## src/snuv_pkg.sv

```systemverilog
// snuv_pkg: constants and angle table for the sphere normal to uv mapper
// no dependencies; imported by sphere_normal_to_uv
package snuv_pkg;

	localparam int CORDIC_STEPS = 16;
	localparam int FRAC_BITS    = 16;
	localparam int ANG_TAB_LEN  = 24;
	localparam int GUARD_BITS   = 16;
	localparam int IN_W         = 16;
	localparam int U_W          = 16;
	localparam int V_W          = 17;
	localparam int CORD_W       = 34;
	localparam int ANG_W        = 31;

	localparam logic [ANG_W-1:0] QUARTER_TURN = ANG_W'(1) << 30;
	localparam logic [V_W-1:0]   V_OFFSET     = V_W'(32768);

	// atan(2^-i) / (2 pi) in Q0.32 turns
	localparam logic [31:0] ANG_TAB [ANG_TAB_LEN] = '{
		32'h20000000, 32'h12E4051E, 32'h09FB385B, 32'h051111D4,
		32'h028B0D43, 32'h0145D7E1, 32'h00A2F61E, 32'h00517C55,
		32'h0028BE53, 32'h00145F2F, 32'h000A2F98, 32'h000517CC,
		32'h00028BE6, 32'h000145F3, 32'h0000A2FA, 32'h0000517D,
		32'h000028BE, 32'h0000145F, 32'h00000A30, 32'h00000518,
		32'h0000028C, 32'h00000146, 32'h000000A3, 32'h00000051
	};

	localparam int LATENCY = CORDIC_STEPS + 2;

endpackage

```

## src/sphere_normal_to_uv.sv

```systemverilog
// sphere_normal_to_uv: maps a unit normal to spherical texture coordinates
// cordic vectoring pipeline, one rotation per stage; uses snuv_pkg
//
// channel  | handshake        | payload
// ---------+------------------+-------------------------------
// input    | start / busy     | norm_x, norm_y, norm_z (s16)
// result   | done strobe      | tex_u (u16), tex_v (u17)
//
// one transfer per cycle sustained; busy is always low
// done rises once the transfer has passed through these registers after the accepting edge
// (input register, one stage per cordic rotation, round stage, output register)
// reset clears the valid bits only; results in flight are dropped
// no stalls: the receiver takes every result in its strobe cycle
module sphere_normal_to_uv
	import snuv_pkg::*;
(
	input  logic                   clk,
	input  logic                   arst_n,
	input  logic                   start,
	output logic                   busy,
	input  logic signed [IN_W-1:0] norm_x,
	input  logic signed [IN_W-1:0] norm_y,
	input  logic signed [IN_W-1:0] norm_z,
	output logic                   done,
	output logic        [U_W-1:0]  tex_u,
	output logic        [V_W-1:0]  tex_v
);

	localparam int SH   = FRAC_BITS - U_W;
	localparam int RSH  = (SH > 0) ? SH : 0;
	localparam int LSH  = (SH < 0) ? -SH : 0;
	localparam int EXT_W = FRAC_BITS + U_W + 1;
	localparam logic [EXT_W-1:0] U_RND = EXT_W'((64'd1 << RSH) >> 1);
	localparam logic [ANG_W-1:0] A_RND = ANG_W'(1) << (31 - FRAC_BITS);
	localparam logic [FRAC_BITS:0] HALF_TURN = (FRAC_BITS+1)'(1) << (FRAC_BITS - 1);
	localparam logic [FRAC_BITS:0] FULL_TURN = (FRAC_BITS+1)'(1) << FRAC_BITS;

	typedef struct packed {
		logic xneg;
		logic zneg;
		logic xzero;
		logic zzero;
	} quad_t;

	// cordic pipeline, index 0 is the input register
	logic                     vld_s   [CORDIC_STEPS+1];
	logic signed [CORD_W-1:0] cx_s    [CORDIC_STEPS+1];
	logic signed [CORD_W-1:0] cy_s    [CORDIC_STEPS+1];
	logic signed [CORD_W-1:0] acc_s   [CORDIC_STEPS+1];
	quad_t                    quad_s  [CORDIC_STEPS+1];
	logic        [V_W-1:0]    v_s     [CORDIC_STEPS+1];

	logic                     vld_sr;
	logic [FRAC_BITS-1:0]     af_sr;
	quad_t                    quad_sr;
	logic [V_W-1:0]           v_sr;

	logic [IN_W:0]            ax, az;
	logic [ANG_W-1:0]         a32;
	logic [ANG_W-1:0]         a_rnd;
	logic [FRAC_BITS:0]       u_w;
	logic [EXT_W-1:0]         u_ext;
	logic [U_W-1:0]           u_out;
	quad_t                    quad_in;

	assign busy = 1'b0;

	always_comb begin
		ax = norm_x[IN_W-1] ? (IN_W+1)'(-$signed({norm_x[IN_W-1], norm_x}))
			: (IN_W+1)'({1'b0, norm_x});
		az = norm_z[IN_W-1] ? (IN_W+1)'(-$signed({norm_z[IN_W-1], norm_z}))
			: (IN_W+1)'({1'b0, norm_z});
		quad_in.xneg  = norm_x[IN_W-1];
		quad_in.xzero = (norm_x == '0);
		quad_in.zzero = (norm_z == '0);
		quad_in.zneg  = norm_z[IN_W-1] || (quad_in.xzero && quad_in.zzero);
	end

	always_ff @(posedge clk or negedge arst_n) begin
		if (!arst_n) begin
			vld_s[0] <= 1'b0;
		end else begin
			vld_s[0] <= start && !busy;
		end
	end

	always_ff @(posedge clk) begin
		cx_s[0]   <= CORD_W'(az) <<< GUARD_BITS;
		cy_s[0]   <= CORD_W'(ax) <<< GUARD_BITS;
		acc_s[0]  <= '0;
		quad_s[0] <= quad_in;
		v_s[0]    <= V_OFFSET - V_W'($signed(norm_y));
	end

	for (genvar i = 0; i < CORDIC_STEPS; i++) begin : g_cordic
		logic signed [CORD_W-1:0] dx, dy;
		logic signed [CORD_W-1:0] ang;
		assign dx  = cy_s[i] >>> i;
		assign dy  = cx_s[i] >>> i;
		assign ang = CORD_W'(ANG_TAB[i]);

		always_ff @(posedge clk or negedge arst_n) begin
			if (!arst_n) begin
				vld_s[i+1] <= 1'b0;
			end else begin
				vld_s[i+1] <= vld_s[i];
			end
		end

		always_ff @(posedge clk) begin
			if (!cy_s[i][CORD_W-1]) begin
				cx_s[i+1]  <= cx_s[i] + dx;
				cy_s[i+1]  <= cy_s[i] - dy;
				acc_s[i+1] <= acc_s[i] + ang;
			end else begin
				cx_s[i+1]  <= cx_s[i] - dx;
				cy_s[i+1]  <= cy_s[i] + dy;
				acc_s[i+1] <= acc_s[i] - ang;
			end
			quad_s[i+1] <= quad_s[i];
			v_s[i+1]    <= v_s[i];
		end
	end

	// clamp, special angles, round to FRAC_BITS
	always_comb begin
		if (acc_s[CORDIC_STEPS][CORD_W-1]) begin
			a32 = '0;
		end else if (acc_s[CORDIC_STEPS] > $signed(CORD_W'(QUARTER_TURN))) begin
			a32 = QUARTER_TURN;
		end else begin
			a32 = ANG_W'(acc_s[CORDIC_STEPS]);
		end
		if (quad_s[CORDIC_STEPS].xzero) begin
			a32 = '0;
		end else if (quad_s[CORDIC_STEPS].zzero) begin
			a32 = QUARTER_TURN;
		end
		a_rnd = a32 + A_RND;
	end

	always_ff @(posedge clk or negedge arst_n) begin
		if (!arst_n) begin
			vld_sr <= 1'b0;
		end else begin
			vld_sr <= vld_s[CORDIC_STEPS];
		end
	end

	always_ff @(posedge clk) begin
		af_sr   <= FRAC_BITS'(a_rnd >> (32 - FRAC_BITS));
		quad_sr <= quad_s[CORDIC_STEPS];
		v_sr    <= v_s[CORDIC_STEPS];
	end

	// quadrant fold and output rounding
	always_comb begin
		case ({quad_sr.xneg, quad_sr.zneg})
			2'b00:   u_w = {1'b0, af_sr};
			2'b10:   u_w = HALF_TURN + {1'b0, af_sr};
			2'b01:   u_w = HALF_TURN - {1'b0, af_sr};
			default: u_w = FULL_TURN - {1'b0, af_sr};
		endcase
		u_ext = EXT_W'(u_w[FRAC_BITS-1:0]);
		if (SH > 0) begin
			u_out = U_W'((u_ext + U_RND) >> RSH);
		end else begin
			u_out = U_W'(u_ext << LSH);
		end
	end

	always_ff @(posedge clk or negedge arst_n) begin
		if (!arst_n) begin
			done <= 1'b0;
		end else begin
			done <= vld_sr;
		end
	end

	always_ff @(posedge clk) begin
		tex_u <= u_out;
		tex_v <= v_sr;
	end

	// every accepted transfer is followed by a done from the output register
	a_latency: assert property (@(posedge clk) disable iff (!arst_n)
		start && !busy |-> ##(LATENCY + 1) done)
		else $error("accepted transfer gave no result");

	a_no_spurious: assert property (@(posedge clk) disable iff (!arst_n)
		done |-> $past(start && !busy, LATENCY + 1))
		else $error("result without a matching transfer");

	a_v_range: assert property (@(posedge clk) disable iff (!arst_n)
		done |-> (tex_v != '0) && (tex_v <= V_W'(65536)))
		else $error("tex_v out of range");

	a_zero_x: assert property (@(posedge clk) disable iff (!arst_n)
		start && !busy && norm_x == '0 |-> ##(LATENCY + 1)
		(tex_u == '0 || tex_u == U_W'(32768)))
		else $error("zero x gave an off-axis tex_u");

endmodule

```

## config.mk

```make
export PLATFORM = sky130hd
export DESIGN_NAME = sphere_normal_to_uv
export DESIGN_NICKNAME = d
export VERILOG_FILES = /design/src/snuv_pkg.sv /design/src/sphere_normal_to_uv.sv
export SDC_FILE = /design/constraint.sdc
export NUM_CORES = 2
export LEC_CHECK = 0
export BUFFER_PORTS_ARGS = -buffer_cell sky130_fd_sc_hd__buf_2
export CELL_PAD_IN_SITES_DETAIL_PLACEMENT = 1
export CELL_PAD_IN_SITES_GLOBAL_PLACEMENT = 1
export CORE_ASPECT_RATIO = 2
export CORE_UTILIZATION = 45
export DETAILED_ROUTE_END_ITERATION = 6
export GPL_TIMING_DRIVEN = 0
export PLACE_DENSITY_LB_ADDON = 0.1
export SLEW_MARGIN = 20
export SYNTH_ARGS = -nofsm -noshare
export SYNTH_HDL_FRONTEND = slang
export SYNTH_SLANG_ARGS = --single-unit
```

## constraint.sdc

```tcl
create_clock -name clk -period 13 [get_ports clk]
set_input_delay 1.3 -clock clk [delete_from_list [all_inputs] [get_ports clk]]
set_output_delay 1.3 -clock clk [all_outputs]
set_load 0.01 [all_outputs]
```

==> flow_summary_export.csv <==
group,metric,value,unit
floorplanning,die_area,0.2387,mm²
global_routing,first_global_vias,102000,
finish,stdcell_area,0.1181,mm²
synthesis,synthMuxAreaShare,0.5593,%
synthesis,synth_edf_count,0,
clock_network,cts_tree,"built",
clock_network,cts_root_buffer,"clkbuf_16",
place,gp_congestion,1.194,
floorplanning,die_h,690.0,µm
drt,post_drt_wl_per_cell,26.75,µm
drt,ant_nets,0,
clock_network,cts_resized,0,
timing,setup_tns,0,ps
synthesis,synth_area_leaders,"dfxtp_1, ha_1, xnor2_1",
timing,final-setup-viol-count,0,
floorplanning,pin_count,86,
synthesis,syn_inst,12080,
timing,skew,54.93,ps
floorplanning,rows,252,
timing,worstMarginPinSlew,1258,ps
critical_path,worstPathRequired,13790,ps
finish,postLayoutCoreUtil,50.22,%
synthesis,yosysUniqueCellTypes,103,
synthesis,syn-cell-area,0.1065,mm²
synthesis,yosys.area_share.xor_xnor,13.81,%
finish,syn_to_final_growth,10.93,%
synthesis,synth_compound_area_share,19.79,%
place,io_buffers,84,
global_routing,grt_overflow_total,0,
floorplanning,core,0.2352,mm²
synthesis,async_reset_ff_share,1.084,%
timing,slew_headroom,16.12,%
timing,period_needed,7087,ps
global_routing,grt_pass1_wl,627500,µm
global_routing,grt_max_degree,27,
critical_path,crit_path_end_kind,"flip-flop",
global_routing,global_route.usage.total,35.05,%
worst_hold_path,hp-class,"flip-flop to flip-flop",
synthesis,ys_ff_latch,1752,
synthesis,synthSimpleGateAreaFrac,14.91,%
clock_network,htreeDepth,4,
synthesis,synth-adder-area-share,15.40,%
place,dpl.hpwl,339500,µm
finish,drive_gt1_share,4.648,%
synthesis,synth-main-ff-cell,"dfxtp_1",
drt,viasPerCell,5.914,
synthesis,syn_avg_cell_area,8.817,µm²
timing,slew_viol_final,0,
synthesis,yosysTopAreaCellShare,32.58,%
floorplanning,start_util,45.27,%
timing,max_freq,141.1,MHz
finish,fin_nets,13710,
clock_network,clock_latency,890,ps
critical_path,cp_max_fo,23,
global_routing,antenna_found_initial,58,
clock_network,cts_buffers,175,
clock_network,clock_sinks,1752,
clock_network,path_clk_slew,70,ps
run,max_cap_violations,0,
drt,route.detailed.drc,0,
synthesis,synth_top_family_by_area,"compound AO/OA/AOI/OAI gates",
clock_network,cts_setup_buffers,0,
timing,rsz0062_at_grt,"false",
critical_path,cp.arrival,7880,ps
timing,hold_viol,0,
drt,num_vias,93850,
drt,drtIter0Drc,3617,
timing,period_share,54.51,%
clock_network,holdBufCountCts,0,
critical_path,crit_type,"flip-flop to flip-flop",
floorplanning,die_x,346.0,µm
drt,wl,424400,µm
clock_network,clock_path_buffers,4,
drt,dr.pass1.iters,5,
critical_path,start_kind,"flip-flop",
synthesis,yosysSeqAreaShare,33.03,%
run_status,outcome,"finished, final reports clean",
synthesis,netlist.top_cell.by_area,"dfxtp_1",
synthesis,yosysWarnings,0,
place,placed_area,0.1112,mm²
==> worst max-delay path, stage by stage (launching register included) <==
cell and delay, ps:
dfxtp_1 1040, clkbuf_2 640, clkbuf_1 940, inv_2 650, o21ai_0 270, xor2_1 130, ha_1 380, nand2_1 120
o2bb2a_1 320, o211ai_1 160, nor4bb_1 600, o2111ai_1 260, a21boi_2 670, o2111ai_1 330, mux2_1 390, nand2_1 80
==> flip-flops by register name (all words and copies together), names as in the netlist <==
register,flops
acc_s,464
cy_s,427
cx_s,418
v_s,289
quad_s,68
tex_v,17
v_sr,17
vld_s,17
tex_u,16
af_sr,15
quad_sr,2
done,1
vld_sr,1
==> metrics by stage <==
stage               hold WS (ps)  worst slack [ps]  std cells
floorplan                  309.6              8568      12080
global placement           309.5              4935      15210
detailed placement         313.2              5821      15230
CTS                        255.0              5798      15540
global route               276.9              5753      15840
finish                     282.5              5913      15870
==> placed cells by master (no fill, tap or decap), types with 35 or more instances in the layout <==
| cell | Yosys | routed |
|---|---|---|
| a31oi_1 | 122 | 122 |
| o31ai_1 | 63 | 61 |
| a211o_1 | 35 | 35 |
| o21bai_1 | 154 | 153 |
| nor2b_1 | 188 | 188 |
| nand2_1 | 594 | 594 |
| and3_1 | 128 | 128 |
| and2_1 | 76 | 76 |
| a21oi_1 | 1187 | 1187 |
| nand4_1 | 81 | 81 |
| ha_1 | 1258 | 1258 |
| nand3_1 | 208 | 208 |
| a21o_1 | 525 | 525 |
| nor3_1 | 355 | 354 |
| nor4_1 | 118 | 113 |
| o21ai_1 | 191 | 191 |
| o41ai_1 | 51 | 51 |
| dfxtp_1 | 1733 | 1721 |
| or3_1 | 70 | 70 |
| buf_2 | 3 | 89 |
| inv_1 | 528 | 521 |
| xnor2_1 | 1081 | 1059 |
| nand2b_1 | 166 | 166 |
| o21a_1 | 182 | 182 |
| nor2_1 | 1115 | 1113 |
| clkbuf_1 | 143 | 160 |
| a211oi_1 | 94 | 94 |
| clkbuf_16 | 0 | 178 |
| mux2_2 | 35 | 35 |
| o21ai_0 | 318 | 318 |
| diode_2 | 0 | 321 |
| xor2_1 | 598 | 589 |
| o211ai_1 | 41 | 41 |
==> layout make-up <==
class	count	area [µm²]
well taps	3048	3814
inverters	536	2013
clock buffers	227	4888
plain buffers	171	660.6
diodes	321	803.3
repair buffers	109	749.5
fillers	27620	117100
clock inverters	83	1011
flip-flops and latches	1752	35180
multi-input cells	9621	69000
==> routing by layer <==
metal	global-route usage, %	routed length, µm	up-vias
li1	-	-	43890
met1	24.31	111800	45480
met2	68.76	228600	2452
met3	7.242	17580	2015
met4	44.18	66380	14
met5	0	92	-
==> Yosys cell counts, types with 20 or more instances <==
library cell,n
dfxtp_1,1733
ha_1,1258
a21oi_1,1187
nor2_1,1115
xnor2_1,1081
xor2_1,598
nand2_1,594
inv_1,528
a21o_1,525
nor3_1,355
o21ai_0,318
nand3_1,208
o21ai_1,191
nor2b_1,188
o21a_1,182
nand2b_1,166
o21bai_1,154
clkbuf_1,143
and3_1,128
a31oi_1,122
nor4_1,118
a211oi_1,94
nand4_1,81
and2_1,76
or3_1,70
o31ai_1,63
o41ai_1,51
o211ai_1,41
a211o_1,35
mux2_2,35
fa_1,33
a21boi_1,32
or2_2,31
and4_1,29
a2111oi_0,28
or4_1,28
o2111ai_1,27
a41oi_1,25
buf_1,24
nor3b_1,23
a221oi_1,22
o31a_1,21
nand3b_1,20
o22ai_1,20
==> path summary, 6_finish.rpt <==
check | from | end | slack (ps) | cells after the start
setup / recovery | cy_s[12][33] | cx_s[13][31] | 5910 | 15
setup reg to reg | cy_s[12][33] | cx_s[13][31] | 5910 | 15
max in group asynchronous | arst_n | vld_s[12] | 12390 | 1
hold / removal | v_s[0][12] | v_s[1][12] | 280 | 0
min in group asynchronous | arst_n | vld_s[6] | 330 | 1
hold reg to reg | v_s[0][12] | v_s[1][12] | 280 | 0
==> cell families (layout without fill, tap and decap cells) <==
family | count (synthesis) | in the layout
compound gates | 3307 | 3307
simple gates | 3286 | 3286
flops | 1752 | 1752
xor+xnor | 1679 | 1679
fa+ha+maj | 1291 | 1291
buf+inv | 707 | 1126
mux | 55 | 55
other cells | 1 | 324
Power is left out: the tool's default activity adds up to more than one toggle a clock period on the data nets, which glitch-free logic cannot reach.
